## src/hdl/mte_pkg.sv

```systemverilog
`default_nettype none
// ----------------------------------------------------------------------------
// mte_pkg
// Types, character constants and the Morse code table of the text encoder.
// ----------------------------------------------------------------------------
package mte_pkg;

  // Output characters
  localparam logic [7:0] CharSpace = 8'h20;
  localparam logic [7:0] CharDot   = 8'h2E;
  localparam logic [7:0] CharDash  = 8'h2D;
  localparam logic [7:0] CharZero  = 8'h30;
  localparam logic [7:0] CharOne   = 8'h31;
  localparam logic [7:0] CharNone  = 8'h00;

  // Separator counts for a job
  localparam logic [1:0] SepNone = 2'd0;
  localparam logic [1:0] SepChar = 2'd1;
  localparam logic [1:0] SepWord = 2'd2;

  // Input request
  typedef struct packed {
    logic [7:0] char_code;
    logic       end_of_text;
  } mte_in_t;

  // Output result
  typedef struct packed {
    logic [7:0] symbol;
    logic       symbol_valid;
    logic       run_last;
    logic       message_done;
  } mte_out_t;

  // Morse code: len elements, first element at bit len-1, 1 = dash
  typedef struct packed {
    logic [2:0] len;
    logic [6:0] pat;
  } mte_code_t;

  // Work item passed from the front to the back
  typedef struct packed {
    logic [1:0] sep;   // space bytes before the code
    logic [2:0] len;   // elements left; zero with no separators is a bare end marker
    logic [6:0] pat;
    logic       last;  // end of message
  } mte_job_t;

  function automatic mte_code_t mk(input logic [2:0] len, input logic [6:0] pat);
    mte_code_t c;
    c.len = len;
    c.pat = pat;
    return c;
  endfunction

  // Upper-case byte to Morse code; len zero means no code
  function automatic mte_code_t code_lookup(input logic [7:0] ch);
    mte_code_t c;
    unique case (ch)
      "!":   c = mk(3'd6, 7'b101011);
      "$":   c = mk(3'd7, 7'b0001001);
      8'h22: c = mk(3'd6, 7'b010010);
      8'h27: c = mk(3'd6, 7'b011110);
      "(":   c = mk(3'd5, 7'b10110);
      ")":   c = mk(3'd6, 7'b101101);
      ",":   c = mk(3'd6, 7'b110011);
      "-":   c = mk(3'd6, 7'b100001);
      ".":   c = mk(3'd6, 7'b010101);
      "/":   c = mk(3'd5, 7'b10010);
      "0":   c = mk(3'd5, 7'b11111);
      "1":   c = mk(3'd5, 7'b01111);
      "2":   c = mk(3'd5, 7'b00111);
      "3":   c = mk(3'd5, 7'b00011);
      "4":   c = mk(3'd5, 7'b00001);
      "5":   c = mk(3'd5, 7'b00000);
      "6":   c = mk(3'd5, 7'b10000);
      "7":   c = mk(3'd5, 7'b11000);
      "8":   c = mk(3'd5, 7'b11100);
      "9":   c = mk(3'd5, 7'b11110);
      ":":   c = mk(3'd6, 7'b111000);
      ";":   c = mk(3'd6, 7'b101010);
      "=":   c = mk(3'd5, 7'b10001);
      "?":   c = mk(3'd6, 7'b001100);
      "@":   c = mk(3'd6, 7'b011010);
      "A":   c = mk(3'd2, 7'b01);
      "B":   c = mk(3'd4, 7'b1000);
      "C":   c = mk(3'd4, 7'b1010);
      "D":   c = mk(3'd3, 7'b100);
      "E":   c = mk(3'd1, 7'b0);
      "F":   c = mk(3'd4, 7'b0010);
      "G":   c = mk(3'd3, 7'b110);
      "H":   c = mk(3'd4, 7'b0000);
      "I":   c = mk(3'd2, 7'b00);
      "J":   c = mk(3'd4, 7'b0111);
      "K":   c = mk(3'd3, 7'b101);
      "L":   c = mk(3'd4, 7'b0100);
      "M":   c = mk(3'd2, 7'b11);
      "N":   c = mk(3'd2, 7'b10);
      "O":   c = mk(3'd3, 7'b111);
      "P":   c = mk(3'd4, 7'b0110);
      "Q":   c = mk(3'd4, 7'b1101);
      "R":   c = mk(3'd3, 7'b010);
      "S":   c = mk(3'd3, 7'b000);
      "T":   c = mk(3'd1, 7'b1);
      "U":   c = mk(3'd3, 7'b001);
      "V":   c = mk(3'd4, 7'b0001);
      "W":   c = mk(3'd3, 7'b011);
      "X":   c = mk(3'd4, 7'b1001);
      "Y":   c = mk(3'd4, 7'b1011);
      "Z":   c = mk(3'd4, 7'b1100);
      "_":   c = mk(3'd6, 7'b001101);
      default: c = mk(3'd0, 7'b0);
    endcase
    return c;
  endfunction

endpackage
`default_nettype wire

```

## src/hdl/mte_front.sv

```systemverilog
`default_nettype none
// ----------------------------------------------------------------------------
// mte_front
// Accepts text bytes, folds case, looks up the code and tracks gaps; writes
// one job per byte that yields output into the job queue.
// ----------------------------------------------------------------------------
module mte_front (
  input  wire                 clk_i,
  input  wire                 rst_ni,
  input  wire                 push_i,
  input  mte_pkg::mte_in_t    in_item_i,
  input  wire                 q_full_i,
  output logic                q_wr_o,
  output mte_pkg::mte_job_t   q_data_o
);
  import mte_pkg::*;

  logic      any_sent_q, any_sent_d;
  logic      gap_q, gap_d;
  logic      accept;
  logic [7:0] ch;
  mte_code_t code;
  logic      has_code;

  // Case fold and table lookup
  always_comb begin
    ch = in_item_i.char_code;
    if (ch >= "a" && ch <= "z") begin
      ch = ch - 8'd32;
    end
  end

  assign code     = code_lookup(ch);
  assign has_code = (code.len != 3'd0);
  assign accept   = push_i && !q_full_i;

  // Job build and message state update
  always_comb begin
    any_sent_d    = any_sent_q;
    gap_d         = gap_q;
    q_data_o.sep  = SepNone;
    q_data_o.len  = code.len;
    q_data_o.pat  = code.pat;
    q_data_o.last = in_item_i.end_of_text;
    if (has_code) begin
      if (any_sent_q) begin
        q_data_o.sep = gap_q ? SepWord : SepChar;
      end
      any_sent_d = 1'b1;
      gap_d      = 1'b0;
    end else if (any_sent_q) begin
      gap_d = 1'b1;
    end
    if (in_item_i.end_of_text) begin
      any_sent_d = 1'b0;
      gap_d      = 1'b0;
    end
  end

  assign q_wr_o = accept && (has_code || in_item_i.end_of_text);

  always_ff @(posedge clk_i or negedge rst_ni) begin
    if (!rst_ni) begin
      any_sent_q <= 1'b0;
      gap_q      <= 1'b0;
    end else if (accept) begin
      any_sent_q <= any_sent_d;
      gap_q      <= gap_d;
    end
  end

  // A gap is only owed once a character went out
  a_gap_needs_char: assert property (@(posedge clk_i) disable iff (!rst_ni)
    gap_q |-> any_sent_q) else $error("gap pending with nothing sent");
  // Separators only precede a real code
  a_sep_has_code: assert property (@(posedge clk_i) disable iff (!rst_ni)
    q_wr_o && q_data_o.sep != SepNone |-> q_data_o.len != 3'd0)
    else $error("separator job without code");
  // A middle byte without a code never makes a job
  a_no_empty_job: assert property (@(posedge clk_i) disable iff (!rst_ni)
    q_wr_o && q_data_o.len == 3'd0 |-> q_data_o.last)
    else $error("empty job that is not an end marker");

endmodule
`default_nettype wire

```

## src/hdl/mte_fifo.sv

```systemverilog
`default_nettype none
// ----------------------------------------------------------------------------
// mte_fifo
// Small job queue between the front and the back.
// ----------------------------------------------------------------------------
module mte_fifo #(
  parameter int unsigned DEPTH = 2
) (
  input  wire                 clk_i,
  input  wire                 rst_ni,
  input  wire                 wr_i,
  input  mte_pkg::mte_job_t   wr_data_i,
  output logic                full_o,
  input  wire                 rd_i,
  output mte_pkg::mte_job_t   rd_data_o,
  output logic                empty_o
);
  import mte_pkg::*;

  localparam int unsigned AW = (DEPTH > 1) ? $clog2(DEPTH) : 1;
  localparam logic [AW-1:0] LastIdx = AW'(DEPTH - 1);
  localparam logic [AW:0]   FullCnt = (AW + 1)'(DEPTH);

  mte_job_t      mem_q [DEPTH];
  logic [AW-1:0] wr_ptr_q, rd_ptr_q;
  logic [AW:0]   cnt_q;
  logic          do_wr, do_rd;

  assign full_o    = (cnt_q == FullCnt);
  assign empty_o   = (cnt_q == '0);
  assign do_wr     = wr_i && !full_o;
  assign do_rd     = rd_i && !empty_o;
  assign rd_data_o = mem_q[rd_ptr_q];

  // Storage
  always_ff @(posedge clk_i) begin
    if (do_wr) begin
      mem_q[wr_ptr_q] <= wr_data_i;
    end
  end

  // Pointers and fill count
  always_ff @(posedge clk_i or negedge rst_ni) begin
    if (!rst_ni) begin
      wr_ptr_q <= '0;
      rd_ptr_q <= '0;
      cnt_q    <= '0;
    end else begin
      if (do_wr) begin
        wr_ptr_q <= (wr_ptr_q == LastIdx) ? '0 : wr_ptr_q + 1'b1;
      end
      if (do_rd) begin
        rd_ptr_q <= (rd_ptr_q == LastIdx) ? '0 : rd_ptr_q + 1'b1;
      end
      if (do_wr && !do_rd) begin
        cnt_q <= cnt_q + 1'b1;
      end else if (do_rd && !do_wr) begin
        cnt_q <= cnt_q - 1'b1;
      end
    end
  end

  a_cnt_range: assert property (@(posedge clk_i) disable iff (!rst_ni)
    cnt_q <= FullCnt) else $error("queue count overflow");
  a_ptr_match: assert property (@(posedge clk_i) disable iff (!rst_ni)
    (empty_o || full_o) |-> wr_ptr_q == rd_ptr_q) else $error("queue pointers out of step");
  a_cnt_step: assert property (@(posedge clk_i) disable iff (!rst_ni)
    do_wr && !do_rd |=> cnt_q == $past(cnt_q) + 1'b1) else $error("queue count step");

endmodule
`default_nettype wire

```

## src/hdl/mte_back.sv

```systemverilog
`default_nettype none
// ----------------------------------------------------------------------------
// mte_back
// Serializes jobs into output bytes through an output register, one per
// cycle unless the output register is held because pop is low.
// ----------------------------------------------------------------------------
module mte_back (
  input  wire                 clk_i,
  input  wire                 rst_ni,
  input  wire                 cfg_we_i,
  input  wire                 cfg_wdata_i,
  input  mte_pkg::mte_job_t   q_data_i,
  input  wire                 q_empty_i,
  output logic                q_rd_o,
  output mte_pkg::mte_out_t   out_item_o,
  output logic                empty_o,
  input  wire                 pop_i
);
  import mte_pkg::*;

  logic     style_q;
  logic     busy_q, busy_d;
  mte_job_t job_q, job_d;
  logic     out_valid_q;
  mte_out_t out_q, out_d;
  mte_job_t cur;
  logic     have, advance, final_step, elem;

  // Current job: remainder in flight, else queue head
  assign cur        = busy_q ? job_q : q_data_i;
  assign have       = busy_q || !q_empty_i;
  assign advance    = have && (!out_valid_q || pop_i);
  assign q_rd_o     = advance && !busy_q;
  assign elem       = cur.pat[cur.len - 3'd1];

  // Next byte of the current job
  always_comb begin
    job_d             = cur;
    out_d.symbol      = CharNone;
    out_d.symbol_valid = 1'b1;
    if (cur.sep != SepNone) begin
      out_d.symbol = CharSpace;
      job_d.sep    = cur.sep - 2'd1;
    end else if (cur.len != 3'd0) begin
      if (style_q) begin
        out_d.symbol = elem ? CharOne : CharZero;
      end else begin
        out_d.symbol = elem ? CharDash : CharDot;
      end
      job_d.len = cur.len - 3'd1;
    end else begin
      out_d.symbol_valid = 1'b0;
    end
    final_step         = (job_d.sep == SepNone) && (job_d.len == 3'd0);
    out_d.run_last     = final_step;
    out_d.message_done = final_step && cur.last;
    busy_d             = !final_step;
  end

  // Style register
  always_ff @(posedge clk_i or negedge rst_ni) begin
    if (!rst_ni) begin
      style_q <= 1'b0;
    end else if (cfg_we_i) begin
      style_q <= cfg_wdata_i;
    end
  end

  // Control state
  always_ff @(posedge clk_i or negedge rst_ni) begin
    if (!rst_ni) begin
      busy_q      <= 1'b0;
      out_valid_q <= 1'b0;
    end else begin
      if (advance) begin
        busy_q      <= busy_d;
        out_valid_q <= 1'b1;
      end else if (pop_i) begin
        out_valid_q <= 1'b0;
      end
    end
  end

  // Payload
  always_ff @(posedge clk_i) begin
    if (advance) begin
      job_q <= job_d;
      out_q <= out_d;
    end
  end

  assign out_item_o = out_q;
  assign empty_o    = !out_valid_q;

  a_busy_has_work: assert property (@(posedge clk_i) disable iff (!rst_ni)
    busy_q |-> (job_q.sep != SepNone || job_q.len != 3'd0))
    else $error("busy with no work left");
  a_sep_range: assert property (@(posedge clk_i) disable iff (!rst_ni)
    busy_q |-> job_q.sep != 2'd3) else $error("bad separator count");
  a_bare_marker: assert property (@(posedge clk_i) disable iff (!rst_ni)
    out_valid_q && !out_q.symbol_valid |-> out_q.run_last && out_q.message_done)
    else $error("bare result that does not end a message");

endmodule
`default_nettype wire

```

## src/hdl/morse_text_encoder.sv

```systemverilog
`default_nettype none
// ----------------------------------------------------------------------------
// morse_text_encoder
// International Morse code text encoder, one text byte in, output bytes out.
// ----------------------------------------------------------------------------
// Input: write a byte with push while full is low. Output: while empty is
// low, out_item_o holds the oldest result; pop takes it.
// cfg_we_i writes cfg_wdata_i to the style bit (0: '.'/'-', 1: '0'/'1').
// One text byte yields 0 to 9 result bytes: up to two spaces and up to seven
// elements. The back end emits one result byte per cycle while pop keeps
// the output register free; a byte with no output is taken at the input
// and makes no job. The first result of a byte passes through the job queue
// and then the output register before it is visible.
// A job queue of QUEUE_DEPTH entries sits between the lookup and the
// serializer, so input keeps flowing while long codes drain.
// When pop stays low the output register holds; the queue fills and full
// rises, stalling the input. Reset empties the queue and the output register,
// and clears the message state and the style bit.
// ----------------------------------------------------------------------------
module morse_text_encoder #(
  parameter int unsigned QUEUE_DEPTH = 2
) (
  input  wire                clk_i,
  input  wire                rst_ni,
  input  wire                push,
  input  mte_pkg::mte_in_t   in_item_i,
  output logic               full,
  input  wire                pop,
  output mte_pkg::mte_out_t  out_item_o,
  output logic               empty,
  input  wire                cfg_we_i,
  input  wire                cfg_wdata_i
);
  import mte_pkg::*;

  logic     q_wr, q_rd, q_full, q_empty;
  mte_job_t q_wdata, q_rdata;

  assign full = q_full;

  mte_front u_front (
    .clk_i     (clk_i),
    .rst_ni    (rst_ni),
    .push_i    (push),
    .in_item_i (in_item_i),
    .q_full_i  (q_full),
    .q_wr_o    (q_wr),
    .q_data_o  (q_wdata)
  );

  mte_fifo #(
    .DEPTH (QUEUE_DEPTH)
  ) u_fifo (
    .clk_i     (clk_i),
    .rst_ni    (rst_ni),
    .wr_i      (q_wr),
    .wr_data_i (q_wdata),
    .full_o    (q_full),
    .rd_i      (q_rd),
    .rd_data_o (q_rdata),
    .empty_o   (q_empty)
  );

  mte_back u_back (
    .clk_i       (clk_i),
    .rst_ni      (rst_ni),
    .cfg_we_i    (cfg_we_i),
    .cfg_wdata_i (cfg_wdata_i),
    .q_data_i    (q_rdata),
    .q_empty_i   (q_empty),
    .q_rd_o      (q_rd),
    .out_item_o  (out_item_o),
    .empty_o     (empty),
    .pop_i       (pop)
  );

endmodule
`default_nettype wire

```

## config.mk

```make
export PLATFORM = sky130hd
export DESIGN_NAME = morse_text_encoder
export DESIGN_NICKNAME = d
export VERILOG_FILES = /design/src/hdl/mte_pkg.sv /design/src/hdl/mte_front.sv /design/src/hdl/mte_fifo.sv /design/src/hdl/mte_back.sv /design/src/hdl/morse_text_encoder.sv
export SDC_FILE = /design/constraint.sdc
export NUM_CORES = 1
export LEC_CHECK = 0
export BUFFER_PORTS_ARGS = -buffer_cell sky130_fd_sc_hd__buf_2
export CORE_UTILIZATION = 50
export DETAILED_ROUTE_END_ITERATION = 16
export PLACE_DENSITY = 0.77
export SLEW_MARGIN = 20
export SYNTH_ARGS = -nofsm -noshare
export SYNTH_HDL_FRONTEND = slang
export SYNTH_SLANG_ARGS = --single-unit
```

## constraint.sdc

```tcl
create_clock -name clk_i -period 3.2 [get_ports clk_i]
set_input_delay 0.16 -clock clk_i [delete_from_list [all_inputs] [get_ports clk_i]]
set_output_delay 0.16 -clock clk_i [all_outputs]
set_load 0.1 [all_outputs]
```

# --- Word-level counts from Yosys, hierarchy flattened ---
# Memories as Yosys holds them, arrays and structs flattened.
# Cells that the tools add are included.
op_classes:
  add_sub_neg: 7
  n_lt_le_gt_ge: 3
  eq_ne: 1
  n_mux: 29
  bitwise_logic: 1
  reduce_logical: 34
op_table:
  columns: ["op", "count"]
  rows:
  - ["1-bit 2-to-1 mux", 14]
  - ["2-bit 2-to-1 mux", 7]
  - ["13-bit 2-to-1 mux", 1]
  - ["1-bit logical AND", 11]
  - ["10-bit 2-to-1 mux", 1]
  - ["3-bit nonzero test", 3]
  - ["8-bit by 7-bit greater-or-equal comparator with 1-bit output (second input constant)", 1]
  - ["8-bit by 7-bit less-or-equal comparator with 1-bit output (second input constant)", 1]
  - ["8-bit 2-to-1 mux", 1]
  - ["2-bit nonzero test", 4]
  - ["8-bit by 6-bit subtractor with 8-bit output (second input constant)", 1]
  - ["1-bit logical NOT", 7]
  - ["3-bit 2-to-1 mux", 2]
  - ["6-bit 2-to-1 mux", 1]
  - ["5-bit 2-to-1 mux", 1]
  - ["2-bit logical NOT", 2]
  - ["3-bit by 4-bit less-than comparator with 1-bit output (second input constant)", 1]
  - ["2-bit AND reduction", 2]
  - ["2-bit by 1-bit subtractor with 2-bit output (second input constant)", 2]
  - ["1-bit binary-select mux with 3-bit select", 1]
  - ["3-bit logical NOT", 1]
  - ["1-bit logical OR", 3]
  - ["3-bit by 1-bit subtractor with 3-bit output (second input constant)", 1]
  - ["1-bit adder (second input constant)", 2]
  - ["other kinds (4)", 4]
totals:
  reg_bits: 33
  ram_bits: 26
  rom_bits: 1152
  inputBits: 15
  mem_count: 2
memory_table:
  columns: ["memory", "depth", "word_bits", "rd", "rd_ports_with_merged_regs", "wr", "line", "rtl"]
  rows:
  - ["(name not given)", 128, 9, 1, 0, 0, "mte_pkg.sv:59", "unique case (ch)"]
  - ["u_fifo.mem_q", 2, 13, 1, 0, 1, "mte_fifo.sv:24", "mte_job_t mem_q [DEPTH];"]

# --- Logic depth before layout (Yosys ltp) ---
# An unclocked memory read counts as a cell.
logic_depth:
  ltp_word: 13
  mapped_depth: 14
  ltp_nobuf: 11

# --- By module ---
# A second synthesis with hierarchy kept.
unflattened:
  hier_cells: 333
  area_unflattened_um2: 3554.7
by_module_without_submodules:
  columns: ["module", "instances", "cells_per_inst", "area_per_inst_um2", "seq_area_each_um2"]
  rows:
  - ["mte_back", 1, 93, 1223.7, 675.6]
  - ["mte_fifo", 1, 59, 1168.6, 880.8]
  - ["mte_front", 1, 181, 1162.4, 50.0]

# --- Worst setup path before layout ---
# OpenSTA, ideal clock, no wires.
synth_timing:
  path_kind: "register -> register"
  start: "register u_fifo.cnt_q[0]"
  end: "register u_fifo.cnt_q[1]"
  t_arrival_ps: 2926
  required_ps: 3121
  path_slack_ps: 195
  stages_incl_launch_ff: 9
  n_path_buf: 0
  cell_sequence: "dfrtp_1 -> nor2b_1 -> nor2b_1 -> a21bo_2 -> a31oi_4 -> ha_1 -> xor2_1 -> nor2_1 -> xor2_1"
synth_via:
  word_cells_on_any_way: 20
  classes_between: "add/sub (2); eq/ne (1); mux (2); reduce/logical (15)"
synth_rtl:
  columns: ["element", "line", "rtl"]
  rows:
  - ["from (decl)", "mte_fifo.sv:26", "logic [AW:0] cnt_q;"]
  - ["from (signal assigned)", "mte_fifo.sv:56", "cnt_q <= cnt_q + 1'b1;"]
  - ["from (signal assigned)", "mte_fifo.sv:58", "cnt_q <= cnt_q - 1'b1;"]
  - ["2-bit == test *", "mte_fifo.sv:29", "assign full_o = (cnt_q == FullCnt);"]
  - ["named net full", "morse_text_encoder.sv:27", "output logic full,"]
  - ["1-bit logical NOT *", "mte_front.sv:35, mte_fifo.sv:31", null]
  - ["1-bit logical AND", "mte_front.sv:35", "assign accept = push_i && !q_full_i;"]
  - ["1-bit logical AND", "mte_front.sv:60", "assign q_wr_o = accept && (has_code || in_item_i.end_of_text);"]
  - ["1-bit logical AND *", "mte_fifo.sv:31", "assign do_wr = wr_i && !full_o;"]
  - ["named net u_fifo.do_wr", "mte_fifo.sv:27", "logic do_wr, do_rd;"]
  - ["1-bit logical NOT", "mte_fifo.sv:57", "end else if (do_rd && !do_wr) begin"]
  - ["1-bit logical AND", "mte_fifo.sv:57", null]
  - ["2-bit nonzero test (no source line)", null, null]
# Mark *: on every way through the listed nets, which the timed path passes. The rest lies on a longest branch. The select of a mux whose other input is x is not followed.
# A chain may end at the register's enable or synchronous reset.

==> reports/qor.yml <==
sta:
  drv_slew: 0
  fmax_mhz: 358
  hold_viol_final: 0
  tns_ns: 0
  fin_worst_skew_ns: 0.00537
  setup_viol: 0
  finalCritPeriodShare_pct: 87.3
  period_needed_ns: 2.79
  max-slew-margin-rel_pct: 55.3
  whs_ns: 0.0403
  rsz0062_at_grt: "no"
  worstMarginPinSlew_ns: 0.663
critical_path:
  crit_buf_inv: 2
  cp_top_family: "simple AND/OR/NAND/NOR gates"
  worstPathArrival_ns: 2.85
  path_max_fanout: 19
  critPathSlowestCell: "dfrtp_1"
  worst-setup-path-type: "register to register"
  reg2reg_slack_ns: 0.41
  cp_cell_sequence: "buf_4 > nand2_1 > o21ai_0 > inv_1 > ha_1 > nor3_2 > and3b_1 > o211ai_1 > nor2b_1"
  crit_path_start_kind: "register"
  slowest_delay_ns: 0.70
  r2r-start: "u_back.busy_q"
  r2r_cells: 9
  end_kind: "register"
  critPathRequiredTime_ns: 3.25
  reg2reg_to: "u_back.out_item_o[0]"
place:
  io_buffers: 25
  routabilityCongestion: 0.946
  place_area_mm2: 0.00357
  dpl.hpwl_mm: 4.94
synthesis:
  synth-compound-area-share_pct: 17.6
  synth_top_family_by_area: "compound AO/OA/AOI/OAI gates"
  async_reset_ff_share_pct: 17.0
  ys_top_cells_by_area: "edfxtp_1 38%, dfrtp_1 6.5%, mux2i_1 5.5%"
  synth.most_common_cell: "edfxtp_1"
  synthCells: 332
  syn_avg_cell_area_um2: 10.4
  synth-simple-area-share_pct: 15.7
  synth.area.mux_share_pct: 8.43
  synth_cell_types: 71
  synth_xor_area_share_pct: 1.52
  yosysWarningCount: 0
  synth_edf_count: 44
  synth_top_flop_cell: "edfxtp_1"
  ys_ff_latch: 53
  yosys.area.top_type: "edfxtp_1"
  synth_fa_ha_area_share_pct: 4.70
  synth_common_cells: "44 x edfxtp_1, 31 x nor2_1, 24 x a21oi_1, 24 x nand2_1, 19 x mux2i_1"
  synth_seq_area_share_pct: 44.7
  syn_area_mm2: 0.00346
  yosysTopAreaCellShare_pct: 38.2
power:
  pwr-share-seq_pct: 38.1
  powerDensity_mw_per_mm2: 844
  leakage_nw: 1.50
  comb_power_share_pct: 50.6
  p_sw_mw: 1.38
  switching_share_pct: 44.5
  intPower_mw: 1.72
  ir_drop_mv: 0.319
  power_mw: 3.09
  clockPowerShare_pct: 11.3
global_routing:
  grt_pass1_wl_mm: 11.1
  grt_start_max_net_pins: 35
  met3_usage_pct: 3.50
  grt_use_total_pct: 19.5
  grt_overflow: 0
  use_met2_pct: 33.5
  top_usage_layer: "met2"
  grt_use_met1_pct: 24.5
  first_global_vias: 2393
  antenna_found_initial: 0
routing:
  drt-wirelength-per-cell_um: 15.7
  drtAntennaViolNets: 0
  vias: 2535
  wl_mm: 6.72
  detail_route.vias_per_cell: 5.94
  dr.pass1.iters: 5
  drc: 0
  drt_iter0_drc: 120
cells_and_area:
  final_nets: 377
  area_growth_pct: 6.00
  fin_area_mm2: 0.00367
  layout-drive-gt1-share_pct: 18.9
  utilization_pct: 56.1
  antennaDiodeCount: 0
  fillers: 562
clock_network:
  ctsHtreeMaxLevel: 2
  clockBufferDepth: 2
  cts_root_buffer: "clkbuf_8"
  clock_latency_ns: 0.30
  cts_tree: "built"
  clock_sink_count: 53
  cts_inserted_buffers: 5
  postCtsSetupRepairBufs: 0
  cts.clk_slew.worst_paths_ns: 0.09
hold_path:
  hold-path-endpoint: "u_back.out_valid_q"
  worstHoldStart: "pop"
  whs_path_depth: 2
  hold_class: "input pin to register"
outcome:
  status: "finished clean"
die:
  io_pins: 28
  die-area_mm2: 0.00726
  die_x_um: 85.2
  num_rows: 29
  core_area_mm2: 0.00653
  die_y_um: 85.2
  start_util_pct: 53.0
run:
  cap_violations: 0
-- layout make-up --
| cell class | count | area [um^2] | share of cell area (%) |
|---|---|---|---|
| multi-input combinational | 237 | 1670 | 45.5 |
| sequential | 53 | 1550 | 42.2 |
| timing repair buffer | 36 | 210 | 5.73 |
| tap | 77 | 96.3 | 2.63 |
| clock buffer | 5 | 68.8 | 1.88 |
| inverter | 16 | 60.1 | 1.64 |
| clock inverter | 3 | 17.5 | 0.478 |
-- worst max path at each step --
stage               startpoint              endpoint  slack, ns  depth (start not counted)
2_1_floorplan  u_fifo.cnt_q[0]       u_fifo.cnt_q[1]       0.19                          8
3_3_place_gp      in_item_i[1]    u_fifo.mem_q[1][2]       0.31                          9
3_5_place_dp      in_item_i[1]    u_fifo.mem_q[1][2]       0.21                          9
4_1_cts          u_back.busy_q  u_back.out_item_o[0]       0.36                          9
5_1_grt          u_back.busy_q  u_back.out_item_o[0]       0.15                          9
6_report         u_back.busy_q  u_back.out_item_o[0]       0.41                          9
-- cell usage in the layout, fill, tap and decap left out, types with 3 or more instances in the layout --
| cell | instances |
|---|---|
| and3b_1 | 3 |
| buf_4 | 10 |
| buf_2 | 25 |
| a211oi_2 | 3 |
| nand2b_1 | 4 |
| mux4_2 | 3 |
| a31oi_1 | 3 |
| nand2_1 | 24 |
| xor2_1 | 3 |
| o21ai_0 | 14 |
| nor2b_1 | 9 |
| o21ai_1 | 7 |
| a211o_1 | 3 |
| o211ai_1 | 3 |
| edfxtp_1 | 44 |
| mux2i_1 | 19 |
| nor2_1 | 31 |
| and2_1 | 5 |
| a21oi_1 | 24 |
| ha_1 | 13 |
| a21o_1 | 3 |
| a22oi_1 | 4 |
| clkbuf_8 | 5 |
| mux2_2 | 3 |
| dfrtp_1 | 9 |
| xnor2_1 | 3 |
| inv_1 | 14 |
| o21a_1 | 3 |
| nor3_1 | 7 |
-- power groups by stage --
stage / sequential (mW) / combinational [mW] / clock (mW)
6_report: 1.18 / 1.57 / 0.351
4_1_cts: 1.18 / 1.57 / 0.361
2_1_floorplan: 1.42 / 1.12 / 0
5_1_grt: 1.21 / 1.69 / 0.383
3_3_place_gp: 1.18 / 1.52 / 0
3_5_place_dp: 1.19 / 1.56 / 0
-- kinds of logic (layout without fill, tap and decap cells) --
kind of cell	Yosys count	count (layout)
and+or+nand+nor	104	104
AOI/OAI and AO/OA	87	87
DFF	53	53
buffers and inverters	43	60
muxes	25	25
adders and majority gates	13	13
xor gates and xnor gates	6	6
other	1	2
-- metal layers --
layer  wire length (um)  vias to the layer above  part of all wire, %
met5                  0                        -                    0
met4                111                        0                  1.7
met3                334                       13                  5.0
met2               3410                       92                   51
met1               2860                     1196                   43
li1                   -                     1234                    -
-- worst reg2reg max path: stages (launching register included) --
cell and delay (ns):
dfrtp_1 0.70, buf_4 0.27, nand2_1 0.06, o21ai_0 0.14, inv_1 0.09, ha_1 0.26
nor3_2 0.46, and3b_1 0.23, o211ai_1 0.26, nor2b_1 0.08
-- state kept, by name (all words and copies together) (netlist names) --
register,count
u_fifo.mem_q,24
u_back.style_q,1
u_front.any_sent_q,1
u_fifo.wr_ptr_q,1
u_back.out_valid_q,1
u_front.gap_q,1
u_fifo.rd_ptr_q,1
u_back.job_q,13
u_fifo.cnt_q,2
u_back.out_item_o,7
u_back.busy_q,1
-- timing repair --
item | in CTS | in global routing
resized for setup | 0 | 0
hold buffers | 1 | 0
endpoints found under the hold margin | 9 | 0
-- stage by stage --
step,instances,setup WS (ns)
after floorplan,333,0.195
after global routing,427,0.147
final,427,0.406
after detailed placement,418,0.213
after global placement,418,0.308
after CTS,427,0.356
(Power assumes the default switching activity.)
